$ cat src/sv/mmf_pkg.sv
// shared types and constants for the fixed-point matrix multiply core
// no dependencies
package mmf_pkg;

    localparam int DEF_MAX_N = 16;
    localparam int SIZE_W    = 5;
    localparam int FIELD_W   = 4;
    localparam int ELEM_W    = 16;
    localparam int PROD_W    = 32;
    localparam int ACC_W     = 48;

    localparam logic [SIZE_W-1:0] SIZE_RESET = 5'd16;

    localparam logic [1:0] OP_WRITE_A = 2'd0;
    localparam logic [1:0] OP_WRITE_B = 2'd1;
    localparam logic [1:0] OP_ROW     = 2'd2;

    typedef enum logic [1:0] {
        ST_IDLE,
        ST_FEED,
        ST_DRAIN,
        ST_EMIT
    } mmf_state_t;

    // one element of the A row travelling along the cells
    typedef struct packed {
        logic                     valid;
        logic                     first;
        logic                     last;
        logic signed [ELEM_W-1:0] a;
    } mmf_lane_t;

    // B element write, broadcast to every cell
    typedef struct packed {
        logic               we;
        logic [FIELD_W-1:0] row;
        logic [FIELD_W-1:0] col;
        logic [ELEM_W-1:0]  data;
    } mmf_bwr_t;

endpackage

$ cat src/sv/mmf_ctrl.sv
// sequencer: decodes input beats, holds the A store, feeds A rows into the
// cell chain and paces the output beats; depends on mmf_pkg
module mmf_ctrl #(
    parameter int MAX_N = mmf_pkg::DEF_MAX_N,
    parameter int IDX_W = 4,
    parameter int NW    = 5,
    parameter int AW    = 8
) (
    input  logic                        clk,
    input  logic                        rst_n,
    input  logic                        s_tvalid,
    output logic                        s_tready,
    input  logic [23:0]                 s_tdata,
    input  logic [1:0]                  s_tuser,
    input  logic                        cfg_we,
    input  logic [mmf_pkg::SIZE_W-1:0]  cfg_wdata,
    output logic                        m_tvalid,
    input  logic                        m_tready,
    output logic                        m_tlast,
    output logic [mmf_pkg::FIELD_W-1:0] out_col,
    input  logic [MAX_N-1:0]            done_vec,
    output mmf_pkg::mmf_lane_t          feed,
    output logic [IDX_W-1:0]            feed_k,
    output mmf_pkg::mmf_bwr_t           bwr,
    output logic                        shift
);
    import mmf_pkg::*;

    mmf_state_t         state_reg;
    mmf_state_t         state_next;
    logic [SIZE_W-1:0]  size_reg;
    logic [FIELD_W-1:0] row_reg;
    logic [NW-1:0]      k_reg;
    logic [NW-1:0]      k_next;
    logic [NW-1:0]      col_reg;
    logic [NW-1:0]      col_next;
    logic               iss_valid_reg;
    logic               iss_first_reg;
    logic               iss_last_reg;
    logic [IDX_W-1:0]   iss_k_reg;
    logic [ELEM_W-1:0]  a_mem [MAX_N*MAX_N];
    logic [ELEM_W-1:0]  a_rd_reg;
    logic [NW-1:0]      n_eff;
    logic [NW-1:0]      n_m1;
    logic               accept;
    logic [FIELD_W-1:0] in_row;
    logic [FIELD_W-1:0] in_col;
    logic [ELEM_W-1:0]  in_value;
    logic               in_range;
    logic               row_ok;
    logic               a_we;
    logic [AW-1:0]      a_waddr;
    logic [AW-1:0]      a_raddr;
    logic               feeding;
    logic               k_end;
    logic               col_end;

    assign in_row   = s_tdata[3:0];
    assign in_col   = s_tdata[7:4];
    assign in_value = s_tdata[23:8];
    assign accept   = s_tvalid && s_tready;

    always_comb
    begin
        if (size_reg == '0)
        begin
            n_eff = NW'(1);
        end
        else if (32'(size_reg) > MAX_N)
        begin
            n_eff = NW'(MAX_N);
        end
        else
        begin
            n_eff = NW'(size_reg);
        end
    end

    assign n_m1     = n_eff - NW'(1);
    assign in_range = (32'(in_row) < MAX_N) && (32'(in_col) < MAX_N);
    assign row_ok   = 32'(in_row) < 32'(n_eff);
    assign a_we     = accept && (s_tuser == OP_WRITE_A) && in_range;
    assign a_waddr  = AW'(32'(in_row) * MAX_N + 32'(in_col));
    assign a_raddr  = AW'(32'(row_reg) * MAX_N + 32'(k_reg));
    assign k_end    = (k_reg == n_m1);
    assign col_end  = (col_reg == n_m1);

    always_comb
    begin
        bwr.we   = accept && (s_tuser == OP_WRITE_B) && in_range;
        bwr.row  = in_row;
        bwr.col  = in_col;
        bwr.data = in_value;
    end

    // next state
    always_comb
    begin
        state_next = state_reg;
        case (state_reg)
            ST_IDLE:
            begin
                if (accept && (s_tuser == OP_ROW) && row_ok)
                begin
                    state_next = ST_FEED;
                end
            end
            ST_FEED:
            begin
                if (k_end)
                begin
                    state_next = ST_DRAIN;
                end
            end
            ST_DRAIN:
            begin
                if (done_vec[IDX_W'(n_m1)])
                begin
                    state_next = ST_EMIT;
                end
            end
            ST_EMIT:
            begin
                if (m_tready && col_end)
                begin
                    state_next = ST_IDLE;
                end
            end
            default:
            begin
                state_next = ST_IDLE;
            end
        endcase
    end

    // outputs
    always_comb
    begin
        s_tready = 1'b0;
        m_tvalid = 1'b0;
        feeding  = 1'b0;
        case (state_reg)
            ST_IDLE:
            begin
                s_tready = 1'b1;
            end
            ST_FEED:
            begin
                feeding = 1'b1;
            end
            ST_DRAIN:
            begin
                feeding = 1'b0;
            end
            ST_EMIT:
            begin
                m_tvalid = 1'b1;
            end
            default:
            begin
                s_tready = 1'b0;
            end
        endcase
    end

    assign shift   = m_tvalid && m_tready;
    assign m_tlast = col_end;
    assign out_col = FIELD_W'(col_reg);

    always_comb
    begin
        k_next = k_reg;
        if (accept)
        begin
            k_next = '0;
        end
        else if (feeding)
        begin
            k_next = k_reg + NW'(1);
        end
    end

    always_comb
    begin
        col_next = col_reg;
        if (state_reg == ST_DRAIN)
        begin
            col_next = '0;
        end
        else if (shift)
        begin
            col_next = col_reg + NW'(1);
        end
    end

    always_ff @(posedge clk)
    begin
        if (a_we)
        begin
            a_mem[a_waddr] <= in_value;
        end
        if (feeding)
        begin
            a_rd_reg <= a_mem[a_raddr];
        end
        if (accept)
        begin
            row_reg <= in_row;
        end
        iss_k_reg <= IDX_W'(k_reg);
    end

    always_ff @(posedge clk or negedge rst_n)
    begin
        if (!rst_n)
        begin
            state_reg     <= ST_IDLE;
            size_reg      <= SIZE_RESET;
            k_reg         <= '0;
            col_reg       <= '0;
            iss_valid_reg <= 1'b0;
            iss_first_reg <= 1'b0;
            iss_last_reg  <= 1'b0;
        end
        else
        begin
            state_reg     <= state_next;
            k_reg         <= k_next;
            col_reg       <= col_next;
            iss_valid_reg <= feeding;
            iss_first_reg <= feeding && (k_reg == '0);
            iss_last_reg  <= feeding && k_end;
            if (cfg_we)
            begin
                size_reg <= cfg_wdata;
            end
        end
    end

    always_comb
    begin
        feed.valid = iss_valid_reg;
        feed.first = iss_first_reg;
        feed.last  = iss_last_reg;
        feed.a     = $signed(a_rd_reg);
    end

    assign feed_k = iss_k_reg;

endmodule

$ cat config.mk
export PLATFORM = sky130hd
export DESIGN_NAME = mmf_ctrl
export DESIGN_NICKNAME = d
export VERILOG_FILES = /design/src/sv/mmf_pkg.sv /design/src/sv/mmf_ctrl.sv
export SDC_FILE = /design/constraint.sdc
export NUM_CORES = 2
export LEC_CHECK = 0
export BUFFER_PORTS_ARGS = -buffer_cell sky130_fd_sc_hd__buf_2
export CORE_ASPECT_RATIO = 2
export CORE_MARGIN = 5
export CORE_UTILIZATION = 45
export CTS_CLUSTER_SIZE = 24
export DETAILED_ROUTE_END_ITERATION = 12
export SYNTH_ARGS = -nofsm -noshare
export SYNTH_HDL_FRONTEND = slang
export SYNTH_SLANG_ARGS = --single-unit
$ cat constraint.sdc
create_clock -name clk -period 6.6 [get_ports clk]
set_input_delay 0.99 -clock clk [delete_from_list [all_inputs] [get_ports clk]]
set_output_delay 0.99 -clock clk [all_outputs]
set_load 0.05 [all_outputs]
==> qor.log <==
qor: status.run_status complete, but fails checks
qor: status.failed_checks max-capacitance violations
qor: synthesis.syn_nets 7242
qor: synthesis.synth-edff-count 4116
qor: routing.drt-initial-drc-count 10500
qor: place.port-buffer-count 107
qor: clock_network.numCtsBuffers 344
qor: critical_path.cp.depth 8
qor: synthesis.netlist_top_cells_count sky130_fd_sc_hd__edfxtp_1, sky130_fd_sc_hd__mux4_2, sky130_fd_sc_hd__nor2_1
qor: critical_path.endpoint_kind flip-flop
qor: place.detailed_place_hpwl 311 mm
qor: synthesis.synth_ff_type sky130_fd_sc_hd__edfxtp_1
qor: final_layout.fin_cells 12500
qor: place.routability_cong 0.908
qor: timing.finalClockSkew 79.9 ps
qor: global_routing.grt_pass1_wl 680 mm
qor: power_and_ir_drop.power_density_over_cell_area 369 mW/mm2
qor: floorplan.floorplan.initialDensity 45.1%
qor: critical_path.worst_setup_path_category reg -> reg
qor: global_routing.first_global_vias 80900
qor: clock_network.cts_tree done
qor: synthesis.synth_area 0.160 mm2
qor: critical_path.critPathBufInv 2
qor: timing.timing_worst_slew_pin_value 1470 ps
qor: clock_network.cts_root_buf sky130_fd_sc_hd__clkbuf_16
qor: synthesis.synth-warning-count 0
qor: floorplan.rows 309
qor: synthesis.synthMostInstantiatedCell sky130_fd_sc_hd__edfxtp_1
qor: synthesis.synth-seq-area-share 77.8%
qor: synthesis.synth_top_cell_by_area sky130_fd_sc_hd__edfxtp_1
qor: global_routing.antenna_found_initial 33
qor: floorplan.design.core.area 0.354 mm2
qor: timing.max_slew_margin 1.74%
qor: routing.post_drt_wl_per_cell 39.7 um
qor: synthesis.synth_area_per_cell 22.2 um2
qor: critical_path.worst_path_dominant_cell_family compound AO/OA/AOI/OAI gates
qor: global_routing.globalRouteOverflowTotal 0
qor: hold_path.worstHoldPathType in -> async
qor: synthesis.synth_top_area_share 77.4%
qor: clock_network.cts_setup_buffers 0
qor: synthesis.synth_cell_types 77
qor: critical_path.cp_slowest_stage_delay 1060 ps
qor: power_and_ir_drop.reported_leakage_power 0.0546 uW
qor: timing.post-route-period-util 82.8%
qor: clock_network.cts.repair.resized 0
qor: critical_path.setup.worst_path.start_class flip-flop
qor: routing.route.antenna.remaining_nets 0
qor: timing.fin_crit 5470 ps
qor: routing.num_vias 79500
qor: timing.report.final.setup_viol 0
qor: floorplan.die_h 852 um
qor: synthesis.ys_seq_elements 4140
qor: job.timing.max_cap.violations 1
qor: timing.hold_viol_final 0
qor: clock_network.cts_max_path_buffers 4
qor: critical_path.cp_slowest_cell sky130_fd_sc_hd__dfrtp_4
qor: critical_path.crit_fanout 58
qor: critical_path.worst_ep_required_time 7230 ps
qor: timing.setup-tns-final 0 ps
qor: final_layout.fin_nets 7617
qor: final_layout.drive_gt1_share 27.9%
qor: final_layout.largest_register_ffs 4096
qor: final_layout.syn2layout_area_growth 11.8%
qor: synthesis.yosys-top-cells-area sky130_fd_sc_hd__edfxtp_1, sky130_fd_sc_hd__mux4_2, sky130_fd_sc_hd__mux2i_1, sky130_fd_sc_hd__nor2_1, sky130_fd_sc_hd__nand2_1
qor: clock_network.cts_hold_buffers 0
qor: floorplan.die_w 431 um
qor: power_and_ir_drop.vdd_ir_drop_max 0.281 mV
qor: clock_network.clk_latency 940 ps
qor: critical_path.timing.critical_path.cells buf_12 > buf_4 > mux4_2 > mux4_2 > a22oi_1 > a21oi_1 > a31oi_1 > o21ai_1
qor: synthesis.netlist_instances 7177
qor: clock_network.number_of_sinks_on_the_clock_net 4140
qor: clock_network.total_number_of_h_tree_levels 5
qor: routing.remaining_drc_errors 0
qor: critical_path.ff2ff_path_depth 8
qor: routing.dr.pass1.iters 6
qor: timing.fmax_achieved 183 MHz
qor: floorplan.num_io_pins 108
qor: global_routing.total_grt_usage 26.8%
qor: timing.report.final.slew_viol_count 0
qor: routing.postRouteWirelength 495 mm
qor: synthesis.asyncSetResetFlopFracSynth 0.483%
qor: timing.grt_setup_unrepaired no
qor: critical_path.arrival 6090 ps
qor: clock_network.clkTransAtPathRegs 70 ps
qor: place.placedCellCount 11900
qor: timing.final.hold.worst_slack 54.1 ps
qor: floorplan.dieArea 0.368 mm2
qor: routing.detail_route.vias_per_cell 6.37
qor: global_routing.grt_start_max_net_pins 153
qor: critical_path.cpMostUsedCell sky130_fd_sc_hd__mux4_2
==> logic make-up after synthesis <==
kind of cell | after synthesis | synth area share, %
flip-flops | 4140 | 77.8
multiplexers | 1325 | 16.2
AND/OR/NAND/NOR | 697 | 1.84
AO/OA/AOI/OAI | 529 | 2.41
buffers and inverters | 452 | 1.52
XOR/XNOR | 21 | 0.124
adder cells (fa/ha/maj) | 13 | 0.102
==> final cells by class <==
| type | count | area [um2] |
|---|---|---|
| fill | 27800 | 175000 |
| sequential | 4140 | 124000 |
| multi-input combinational | 2585 | 33600 |
| clock buffer | 428 | 9260 |
| tap | 4665 | 5840 |
| timing repair buffer | 466 | 3960 |
| clock inverter | 173 | 1550 |
| inverter | 15 | 68.8 |
| antenna | 11 | 27.5 |
==> final timing paths <==
path / from / endpoint / slack (ps)
max: k_reg[0] / a_rd_reg[6] / 1130
min: rst_n / col_reg[4] / 50
max reg2reg: k_reg[0] / a_rd_reg[6] / 1130
min reg2reg: state_reg[0] / state_reg[0] / 590
max in group asynchronous: rst_n / k_reg[0] / 6110
min in group clk: cfg_wdata[4] / size_reg[4] / 290
==> cell usage in the layout, fill, tap and decap left out, types with 11 or more instances in the layout <==
| master | instances |
|---|---|
| sky130_fd_sc_hd__clkbuf_1 | 68 |
| sky130_fd_sc_hd__buf_12 | 43 |
| sky130_fd_sc_hd__clkinvlp_4 | 16 |
| sky130_fd_sc_hd__mux4_2 | 1005 |
| sky130_fd_sc_hd__bufinv_16 | 25 |
| sky130_fd_sc_hd__ha_1 | 11 |
| sky130_fd_sc_hd__nor2_2 | 125 |
| sky130_fd_sc_hd__nor3_1 | 26 |
| sky130_fd_sc_hd__nand2_1 | 186 |
| sky130_fd_sc_hd__buf_4 | 313 |
| sky130_fd_sc_hd__a31oi_1 | 22 |
| sky130_fd_sc_hd__a22oi_1 | 61 |
| sky130_fd_sc_hd__o211ai_1 | 25 |
| sky130_fd_sc_hd__nand3_1 | 42 |
| sky130_fd_sc_hd__a22o_1 | 19 |
| sky130_fd_sc_hd__buf_8 | 17 |
| sky130_fd_sc_hd__clkinv_1 | 54 |
| sky130_fd_sc_hd__mux2i_1 | 279 |
| sky130_fd_sc_hd__a21oi_1 | 69 |
| sky130_fd_sc_hd__o21ai_0 | 63 |
| sky130_fd_sc_hd__a221oi_1 | 43 |
| sky130_fd_sc_hd__dfrtp_1 | 15 |
| sky130_fd_sc_hd__nor2_1 | 218 |
| sky130_fd_sc_hd__o22ai_1 | 41 |
| sky130_fd_sc_hd__clkinv_2 | 61 |
| sky130_fd_sc_hd__clkbuf_16 | 360 |
| sky130_fd_sc_hd__mux2_2 | 41 |
| sky130_fd_sc_hd__o221ai_1 | 73 |
| sky130_fd_sc_hd__and3_1 | 13 |
| sky130_fd_sc_hd__diode_2 | 11 |
| sky130_fd_sc_hd__edfxtp_1 | 4116 |
| sky130_fd_sc_hd__buf_2 | 91 |
| sky130_fd_sc_hd__a211oi_1 | 12 |
| sky130_fd_sc_hd__a2111oi_0 | 16 |
==> metrics by stage <==
stage	setup WS, ps	util, %	cell area, um2	total power [uW]
after floorplan	2930	-	160000	39600
after global placement	703	47.4	168000	45800
after detailed placement	1200	47.4	168000	45900
after CTS	1180	50.5	178000	66000
after global routing	1090	50.5	179000	67400
final	1130	50.5	179000	65800
==> power breakdown <==
group / switching (uW) / total, uW / internal [uW]
Sequential: 285 / 29300 / 29000
Clock: 9410 / 20400 / 11000
Combinational: 9830 / 16200 / 6350
==> per-layer routing <==
layer  global-route usage, %  vias up  share of wire, %
met1                    30.9    42900                33
li1                        -    31000                 -
met5                       0        -             0.029
met4                    19.6       24               9.3
met3                    5.03     1220               8.0
met2                    44.8     4432                50
No activity file was read; power rests on OpenSTA's default activity.
