<file path="src/sv/mmf_pkg.sv">
// shared types and constants for the fixed-point matrix multiply core
// no dependencies
package mmf_pkg;

    localparam int DEF_MAX_N = 16;
    localparam int SIZE_W    = 5;
    localparam int FIELD_W   = 4;
    localparam int ELEM_W    = 16;
    localparam int PROD_W    = 32;
    localparam int ACC_W     = 48;

    localparam logic [SIZE_W-1:0] SIZE_RESET = 5'd16;

    localparam logic [1:0] OP_WRITE_A = 2'd0;
    localparam logic [1:0] OP_WRITE_B = 2'd1;
    localparam logic [1:0] OP_ROW     = 2'd2;

    typedef enum logic [1:0] {
        ST_IDLE,
        ST_FEED,
        ST_DRAIN,
        ST_EMIT
    } mmf_state_t;

    // one element of the A row travelling along the cells
    typedef struct packed {
        logic                     valid;
        logic                     first;
        logic                     last;
        logic signed [ELEM_W-1:0] a;
    } mmf_lane_t;

    // B element write, broadcast to every cell
    typedef struct packed {
        logic               we;
        logic [FIELD_W-1:0] row;
        logic [FIELD_W-1:0] col;
        logic [ELEM_W-1:0]  data;
    } mmf_bwr_t;

endpackage

</file>
<file path="src/sv/mmf_cell.sv">
// one column cell: holds a column of B, multiplies and accumulates one C element
// depends on mmf_pkg
module mmf_cell #(
    parameter int MAX_N = mmf_pkg::DEF_MAX_N,
    parameter int COL   = 0,
    parameter int IDX_W = 4
) (
    input  logic                      clk,
    input  logic                      rst_n,
    input  mmf_pkg::mmf_lane_t        lane_in,
    input  logic [IDX_W-1:0]          k_in,
    output mmf_pkg::mmf_lane_t        lane_out,
    output logic [IDX_W-1:0]          k_out,
    input  mmf_pkg::mmf_bwr_t         bwr,
    input  logic                      shift,
    input  logic [mmf_pkg::ACC_W-1:0] acc_in,
    output logic [mmf_pkg::ACC_W-1:0] acc_out,
    output logic                      done
);
    import mmf_pkg::*;

    logic [ELEM_W-1:0]        b_mem [MAX_N];
    logic signed [ELEM_W-1:0] b_rd_reg;
    mmf_lane_t                lane1_reg;
    logic [IDX_W-1:0]         k1_reg;
    logic                     v2_reg;
    logic                     first2_reg;
    logic                     last2_reg;
    logic signed [PROD_W-1:0] prod_reg;
    logic signed [PROD_W-1:0] prod_next;
    logic [ACC_W-1:0]         acc_reg;
    logic [ACC_W-1:0]         acc_next;
    logic                     done_reg;
    logic                     b_hit;

    assign b_hit     = bwr.we && (32'(bwr.col) == COL);
    assign prod_next = lane1_reg.a * b_rd_reg;

    always_ff @(posedge clk)
    begin
        if (b_hit)
        begin
            b_mem[IDX_W'(bwr.row)] <= bwr.data;
        end
        b_rd_reg <= $signed(b_mem[k_in]);
        prod_reg <= prod_next;
        acc_reg  <= acc_next;
        k1_reg   <= k_in;
    end

    always_comb
    begin
        acc_next = acc_reg;
        if (shift)
        begin
            acc_next = acc_in;
        end
        else if (v2_reg)
        begin
            if (first2_reg)
            begin
                acc_next = {{(ACC_W-PROD_W){prod_reg[PROD_W-1]}}, prod_reg};
            end
            else
            begin
                acc_next = acc_reg + {{(ACC_W-PROD_W){prod_reg[PROD_W-1]}}, prod_reg};
            end
        end
    end

    always_ff @(posedge clk or negedge rst_n)
    begin
        if (!rst_n)
        begin
            lane1_reg  <= '0;
            v2_reg     <= 1'b0;
            first2_reg <= 1'b0;
            last2_reg  <= 1'b0;
            done_reg   <= 1'b0;
        end
        else
        begin
            lane1_reg  <= lane_in;
            v2_reg     <= lane1_reg.valid;
            first2_reg <= lane1_reg.first;
            last2_reg  <= lane1_reg.last;
            done_reg   <= v2_reg && last2_reg;
        end
    end

    assign lane_out = lane1_reg;
    assign k_out    = k1_reg;
    assign acc_out  = acc_reg;
    assign done     = done_reg;

endmodule

</file>
<file path="config.mk">
export PLATFORM = sky130hd
export DESIGN_NAME = mmf_cell
export DESIGN_NICKNAME = d
export VERILOG_FILES = /design/src/sv/mmf_pkg.sv /design/src/sv/mmf_cell.sv
export SDC_FILE = /design/constraint.sdc
export NUM_CORES = 1
export LEC_CHECK = 0
export ABC_AREA = 1
export BUFFER_PORTS_ARGS = -buffer_cell sky130_fd_sc_hd__buf_2
export CORE_MARGIN = 2
export CORE_UTILIZATION = 68
export DETAILED_ROUTE_END_ITERATION = 10
export PLACE_DENSITY = 0.88
export RECOVER_POWER = 50
export SKIP_LAST_GASP = 1
export SYNTH_ARGS = -nofsm -noshare
export SYNTH_HDL_FRONTEND = slang
export SYNTH_SLANG_ARGS = --single-unit
</file>
<file path="constraint.sdc">
create_clock -name clk -period 8.95 [get_ports clk]
set_clock_uncertainty 0.2 [all_clocks]
set_input_delay 2.685 -clock clk [delete_from_list [all_inputs] [get_ports clk]]
set_output_delay 2.685 -clock clk [all_outputs]
set_load 0.05 [all_outputs]
</file>
==> results.sh, run 1 <==
export IMPL_post_cts_resized=0
export IMPL_cts_sinks=379
export IMPL_final_area_sq_mm=0.03131
export IMPL_ant_nets=0
export IMPL_nets=3803
export IMPL_htree_levels=2
export IMPL_grt_overflow=0
export IMPL_r2r_cells=21
export IMPL_synth_area_top_cells="edfxtp_1 32%, fa_1 18%, nand2_1 9.2%"
export IMPL_cts_hold_buf=0
export IMPL_post_cts_buffers=0
export IMPL_timing_setup_tns_ns=0
export IMPL_cp_max_fo=66
export IMPL_ioPinCount=171
export IMPL_grt_max_degree=130
export IMPL_routedWlPerCell_microns=20.42
export IMPL_outcome="complete, but fails checks"
export IMPL_path_class="in2reg"
export IMPL_worst_slack_ns=1.829
export IMPL_hold_viol_final=0
export IMPL_hold_path_end="last2_reg$_DFF_PN0_"
export IMPL_dr_pass1_iters=6
export IMPL_largest_reg_flops=256
export IMPL_antenna_found_initial=1
export IMPL_r2r_slack_ns=2.60
export IMPL_fin_hold_ws_ns=0.1824
export IMPL_period_minus_slack_ns=7.121
export IMPL_synth_top_flop_cell="edfxtp_1"
export IMPL_clk_pin_slew_ns=0.06
export IMPL_die_y_microns=209.3
export IMPL_synthCells=3192
export IMPL_viasPerCell=5.830
export IMPL_cp_start_kind="input port"
export IMPL_min_delay_start="lane_out[16]$_DFF_PN0_"
export IMPL_yosys_warnings=0
export IMPL_r2r_start="lane_out[15]$_DFF_PN0_"
export IMPL_place_area_sq_mm=0.02988
export IMPL_diodes=0
export IMPL_wl_microns=79340
export IMPL_r2r_end="prod_reg[30]$_DFF_P_"
export IMPL_syn2layout_area_growth_pct=9.286
export IMPL_synth_top_area_frac=0.3187
export IMPL_clk_path_buf_depth=3
export IMPL_syn_nets=3683
export IMPL_seq_area_frac_synth=0.3751
export IMPL_place_ws_ns=2.625
export IMPL_synth_edff_count=304
export IMPL_finalSetupViolCount=0
export IMPL_die_area_sq_mm=0.04379
export IMPL_yosysTopAreaCell="edfxtp_1"
export IMPL_slew_headroom=-1.464
export IMPL_fp_coreArea_sq_mm=0.04176
export IMPL_start_util=0.6860
export IMPL_rows=75
export IMPL_cp_data_required_time_ns=9.24
export IMPL_post_route_period_util=0.7956
export IMPL_routabilityCongestion=0.9589
export IMPL_hp_class="reg2reg"
export IMPL_ys_ff_latch=379
export IMPL_whs_path_depth=0
export IMPL_port_buffers=170
export IMPL_maxSlewViolCount=196
export IMPL_track_usage=0.3715
export IMPL_synth_area_sq_mm=0.02865
export IMPL_cts_root_buffer="clkbuf_16"
export IMPL_synth_cell_types=50
export IMPL_clk_latency_ns=0.60
export IMPL_violations="capacitance limit, slew limit"
export IMPL_arrival_ns=7.41
export IMPL_drive_above_1_share=0.09384
export IMPL_die_w_microns=209.3
export IMPL_async_reset_ff_frac=0.06069
export IMPL_num_vias=22651
export IMPL_crit_path_end_kind="register"
export IMPL_cts_tree="done"
export IMPL_grt_pass1_wl_microns=124700
export IMPL_grt_pass1_vias=23597
export IMPL_max_freq_mhz=140.4
export IMPL_drt_iter0_markers=2529
export IMPL_dp_hpwl_microns=57370
export IMPL_drc_errors=0
export IMPL_n_fill_cell=2820
export IMPL_rsz0062_at_grt="no"
export IMPL_synth_avg_cell_area_sq_um=8.974
export IMPL_cap_violations=4
export IMPL_numCtsBuffers=42
export IMPL_worst_pin_slew_ns=3.696
==> worst max path at each step <==
| stage | from | end | slack (ns) | cells past startpoint |
|---|---|---|---|---|
| floorplan | lane_out[15]$_DFF_PN0_ | prod_reg[30]$_DFF_P_ | 2.86 | 22 |
| global placement | b_rd_reg[1]$_DFF_P_ | prod_reg[30]$_DFF_P_ | 2.81 | 21 |
| detailed placement | b_rd_reg[1]$_DFF_P_ | prod_reg[30]$_DFF_P_ | 2.63 | 21 |
| CTS | lane_out[15]$_DFF_PN0_ | prod_reg[30]$_DFF_P_ | 2.61 | 21 |
| global route | k_in[1] | b_rd_reg[6]$_DFF_P_ | 1.71 | 7 |
| finish | k_in[1] | b_rd_reg[6]$_DFF_P_ | 1.83 | 7 |
==> kinds of logic (layout without fill, tap and decap cells) <==
kind of cell	Yosys count	after routing	synth area share
AND/OR/NAND/NOR	1069	1069	0.1538
buffers and inverters	822	976	0.1093
AO/OA/AOI/OAI	410	410	0.08216
adder cells (fa/ha/maj)	392	392	0.2401
flip-flops	379	379	0.3751
multiplexers	64	64	0.02236
XOR/XNOR	56	56	0.01712
==> layer usage <==
| layer | global-route usage | routed length (microns) | vias to the layer above |
|---|---|---|---|
| met3 | 0.07452 | 7823 | 297 |
| met5 | 0 | 0 | - |
| met2 | 0.6363 | 38900 | 1353 |
| li1 | - | - | 10243 |
| met4 | 0.1768 | 4117 | 0 |
| met1 | 0.4554 | 28500 | 10758 |
==> metrics by stage <==
step	cells	utilization
5_1_grt	3885	0.7497
6_report	3885	0.7497
4_1_cts	3885	0.7511
3_5_place_dp	3807	0.7155
3_3_place_gp	3807	0.7155
2_1_floorplan	3192	-
==> cell type report <==
cell class / count / area [sq um] / share of cell area
flip-flops and latches: 379 / 10750 / 0.3432
clock buffers: 55 / 1201 / 0.03837
multi-input cells: 1991 / 14770 / 0.4718
repair buffers: 197 / 999.7 / 0.03193
inverters: 701 / 2631 / 0.08405
well taps: 539 / 674.4 / 0.02154
clock inverters: 23 / 285.3 / 0.009112
==> worst max-delay path, cell delays in order <==
cell and delay [ns]:
buf_2 0.08, clkbuf_1 2.57, inv_2 0.75, buf_4 0.59
o211ai_1 0.34, nand3_1 0.14, nand2_1 0.23
==> cell usage in the layout (no fill, tap or decap), types with 10 or more instances in the layout <==
master,netlist,routed
dfxtp_1,52,52
nand4_1,23,23
ha_1,129,129
mux2i_1,64,64
o21bai_1,10,10
buf_2,16,145
inv_2,13,13
nand2_2,16,16
nor2_1,187,187
a21oi_1,156,156
nand3_1,93,93
fa_1,263,263
edfxtp_1,304,304
o21ai_0,120,131
buf_4,5,19
o211ai_1,67,67
inv_1,685,684
clkbuf_16,0,43
xor2_1,33,33
o21ai_1,26,15
nand2_1,702,702
dfrtp_1,23,23
xnor2_1,23,23
clkbuf_1,94,36
==> synthesized netlist by cell type, types with 2 or more instances <==
cell type,number
buf_2,16
buf_1,5
mux2i_1,64
fa_1,263
a21oi_2,9
xnor2_1,23
o21a_1,3
nand4_1,23
nor3_1,8
inv_1,685
clkbuf_1,94
nand2_1,702
nand3_1,93
edfxtp_1,304
buf_4,5
nand2_4,2
clkinv_1,3
o21ai_0,120
dfrtp_1,23
ha_1,129
and2_1,3
o21ai_1,26
nand2_2,16
a21o_1,7
a21oi_1,156
o211ai_1,67
o21ai_2,2
or2_2,7
o21bai_1,10
a211oi_1,2
o21bai_2,2
dfxtp_1,52
nor2_2,9
inv_2,13
xor2_1,33
nor2_1,187
nor3_2,6
nand3_2,5
nor2_4,3
nand3b_1,2
Power of run 1 is not shown: default switching activity piles up to over one toggle a cycle in this logic, so the estimate is an artifact.
==> inputs of run 2 (changes only) <==
CORE_UTILIZATION = 63   (was 68)
PLACE_DENSITY = 0.82   (was 0.88)
clock period = 7.4 ns   (was 8.95 ns; I/O delays follow)
==> run 2 against run 1 <==
  * The run still ends with capacitance limit, slew limit left
  * Sequential share of layout area increased by 0.061 points
  * Critical path depth unchanged
  * Die area increased by 7.8%
  * Register-to-register slack got worse by 1.5 ns
  * Utilization decreased by 5.7 points
  * Critical path type unchanged
  * Wire length decreased by 4.5%
  * Non-clock buffer count decreased by 1
  * Via count decreased by 1.4%
  * Hold slack got worse by 0.017 ns
  * Sequential cell count unchanged
  * Cell count increased by 1.4%
==> results.sh, run 2 (synthesis results as in run 1) <==
export IMPL_htree_levels=2
export IMPL_use_met3=0.05115
export IMPL_clk_latency_ns=0.58
export IMPL_timing_setup_tns_ns=0
export IMPL_outcome="complete, but fails checks"
export IMPL_r2r_end="prod_reg[30]$_DFF_P_"
export IMPL_r2r_start="lane_out[15]$_DFF_PN0_"
export IMPL_syn2layout_area_growth_pct=9.094
export IMPL_largest_reg_flops=256
export IMPL_violations="capacitance limit, slew limit"
export IMPL_drive_above_1_share=0.09159
export IMPL_num_vias=22341
export IMPL_whs_path_depth=0
export IMPL_gr_usage_met2=0.5716
export IMPL_diodes=0
export IMPL_grt_overflow=0
export IMPL_routabilityCongestion=0.9579
export IMPL_die_w_microns=217.2
export IMPL_cts_hold_buf=0
export IMPL_final_cells=3941
export IMPL_drt_iter0_markers=1944
export IMPL_die_y_microns=217.2
export IMPL_grt_max_degree=100
export IMPL_viasPerCell=5.669
export IMPL_routedWlPerCell_microns=19.22
export IMPL_final_cell_mix="702 x nand2_1, 684 x inv_1, 304 x edfxtp_1, 263 x fa_1, 187 x nor2_1"
export IMPL_numCtsBuffers=40
export IMPL_slew_headroom=-1.376
export IMPL_post_cts_resized=0
export IMPL_clk_path_buf_depth=3
export IMPL_die_area_sq_mm=0.04719
export IMPL_fp_coreArea_sq_mm=0.04509
export IMPL_r2r_slack_ns=1.07
export IMPL_hold_viol_final=0
export IMPL_final_area_sq_mm=0.03125
export IMPL_crit_path_end_kind="register"
export IMPL_final_common_cell="nand2_1"
export IMPL_r2r_cells=21
export IMPL_cts_root_buffer="clkbuf_16"
export IMPL_ant_nets=0
export IMPL_dp_hpwl_microns=56110
export IMPL_cp_data_required_time_ns=7.68
export IMPL_finalSetupViolCount=0
export IMPL_cts_tree="done"
export IMPL_antenna_found_initial=1
export IMPL_clk_pin_slew_ns=0.06
export IMPL_grt_busiest_layer="met2"
export IMPL_n_fill_cell=3513
export IMPL_wl_microns=75740
export IMPL_start_util=0.6353
export IMPL_maxSlewViolCount=196
export IMPL_rows=78
export IMPL_min_delay_start="lane_out[16]$_DFF_PN0_"
export IMPL_nets=3800
export IMPL_arrival_ns=7.10
export IMPL_track_usage=0.3307
export IMPL_cap_violations=4
export IMPL_post_route_period_util=0.9217
export IMPL_cts_sinks=379
export IMPL_gr_usage_met1=0.4086
export IMPL_hp_class="reg2reg"
export IMPL_drc_errors=0
export IMPL_period_minus_slack_ns=6.821
export IMPL_rsz0062_at_grt="no"
export IMPL_cp_max_fo=66
export IMPL_dp_cells=3867
export IMPL_multiInputGateArea_sq_mm=0.01477
export IMPL_worst_pin_slew_ns=3.564
export IMPL_cp_start_kind="input port"
export IMPL_grt_pass1_wl_microns=120700
export IMPL_post_cts_buffers=0
export IMPL_hold_path_end="last2_reg$_DFF_PN0_"
export IMPL_port_buffers=170
export IMPL_regArea_sq_mm=0.01075
export IMPL_place_area_sq_mm=0.02995
export IMPL_dr_pass1_iters=5
export IMPL_grt_pass1_vias=23278
export IMPL_ioPinCount=171
export IMPL_max_freq_mhz=146.6
export IMPL_path_class="in2reg"
run 2: changes by cell type in the layout (fill, tap and decap cells not counted), sizes merged:
cell / delta
buf: +3
clkbuf: -8
clkinv: -1
clkinvlp: +5
inv: -4
run 2: critical path: stages:
cell,delay (ns)
buf_2,0.07
clkbuf_1,2.49
inv_2,0.86
buf_4,0.60
o21ai_0,0.29
o211ai_1,0.15
nand2_1,0.34
run 2: per-stage QoR:
stage / worst slack (ns) / hold WS, ns / utilization
floorplan: 1.306 / 0.2126 / -
global placement: 1.216 / 0.1596 / 0.6642
detailed placement: 1.112 / 0.1622 / 0.6642
CTS: 1.098 / 0.1685 / 0.6942
global route: 0.4916 / 0.1821 / 0.6931
finish: 0.5791 / 0.1652 / 0.6931
run 2: worst max path at each step:
stage               depth (start not counted)  slack (ns)              startpoint              endpoint
floorplan                                  22        1.31  lane_out[15]$_DFF_PN0_  prod_reg[30]$_DFF_P_
global placement                           21        1.22     b_rd_reg[4]$_DFF_P_  prod_reg[30]$_DFF_P_
detailed placement                         18        1.11  lane_out[15]$_DFF_PN0_  prod_reg[31]$_DFF_P_
CTS                                        18        1.10  lane_out[15]$_DFF_PN0_  prod_reg[31]$_DFF_P_
global route                                7        0.49                 k_in[1]   b_rd_reg[4]$_DFF_P_
finish                                      7        0.58                 k_in[1]   b_rd_reg[4]$_DFF_P_
run 2: final cells by class:
class | count | area share
Clock buffer | 51 | 0.03467
Clock inverter | 23 | 0.008608
Inverter | 701 | 0.08420
Multi-Input combinational cell | 1991 | 0.4726
Sequential cell | 379 | 0.3438
Tap cell | 600 | 0.02402
Timing Repair Buffer | 196 | 0.03207
run 2: routing by layer:
layer | wire length, microns | up-vias
met5 | 0 | -
met4 | 3702 | 0
met3 | 6336 | 242
met2 | 36900 | 1095
met1 | 28800 | 10783
li1 | - | 10221
Power of run 2 is left out for the same reason.
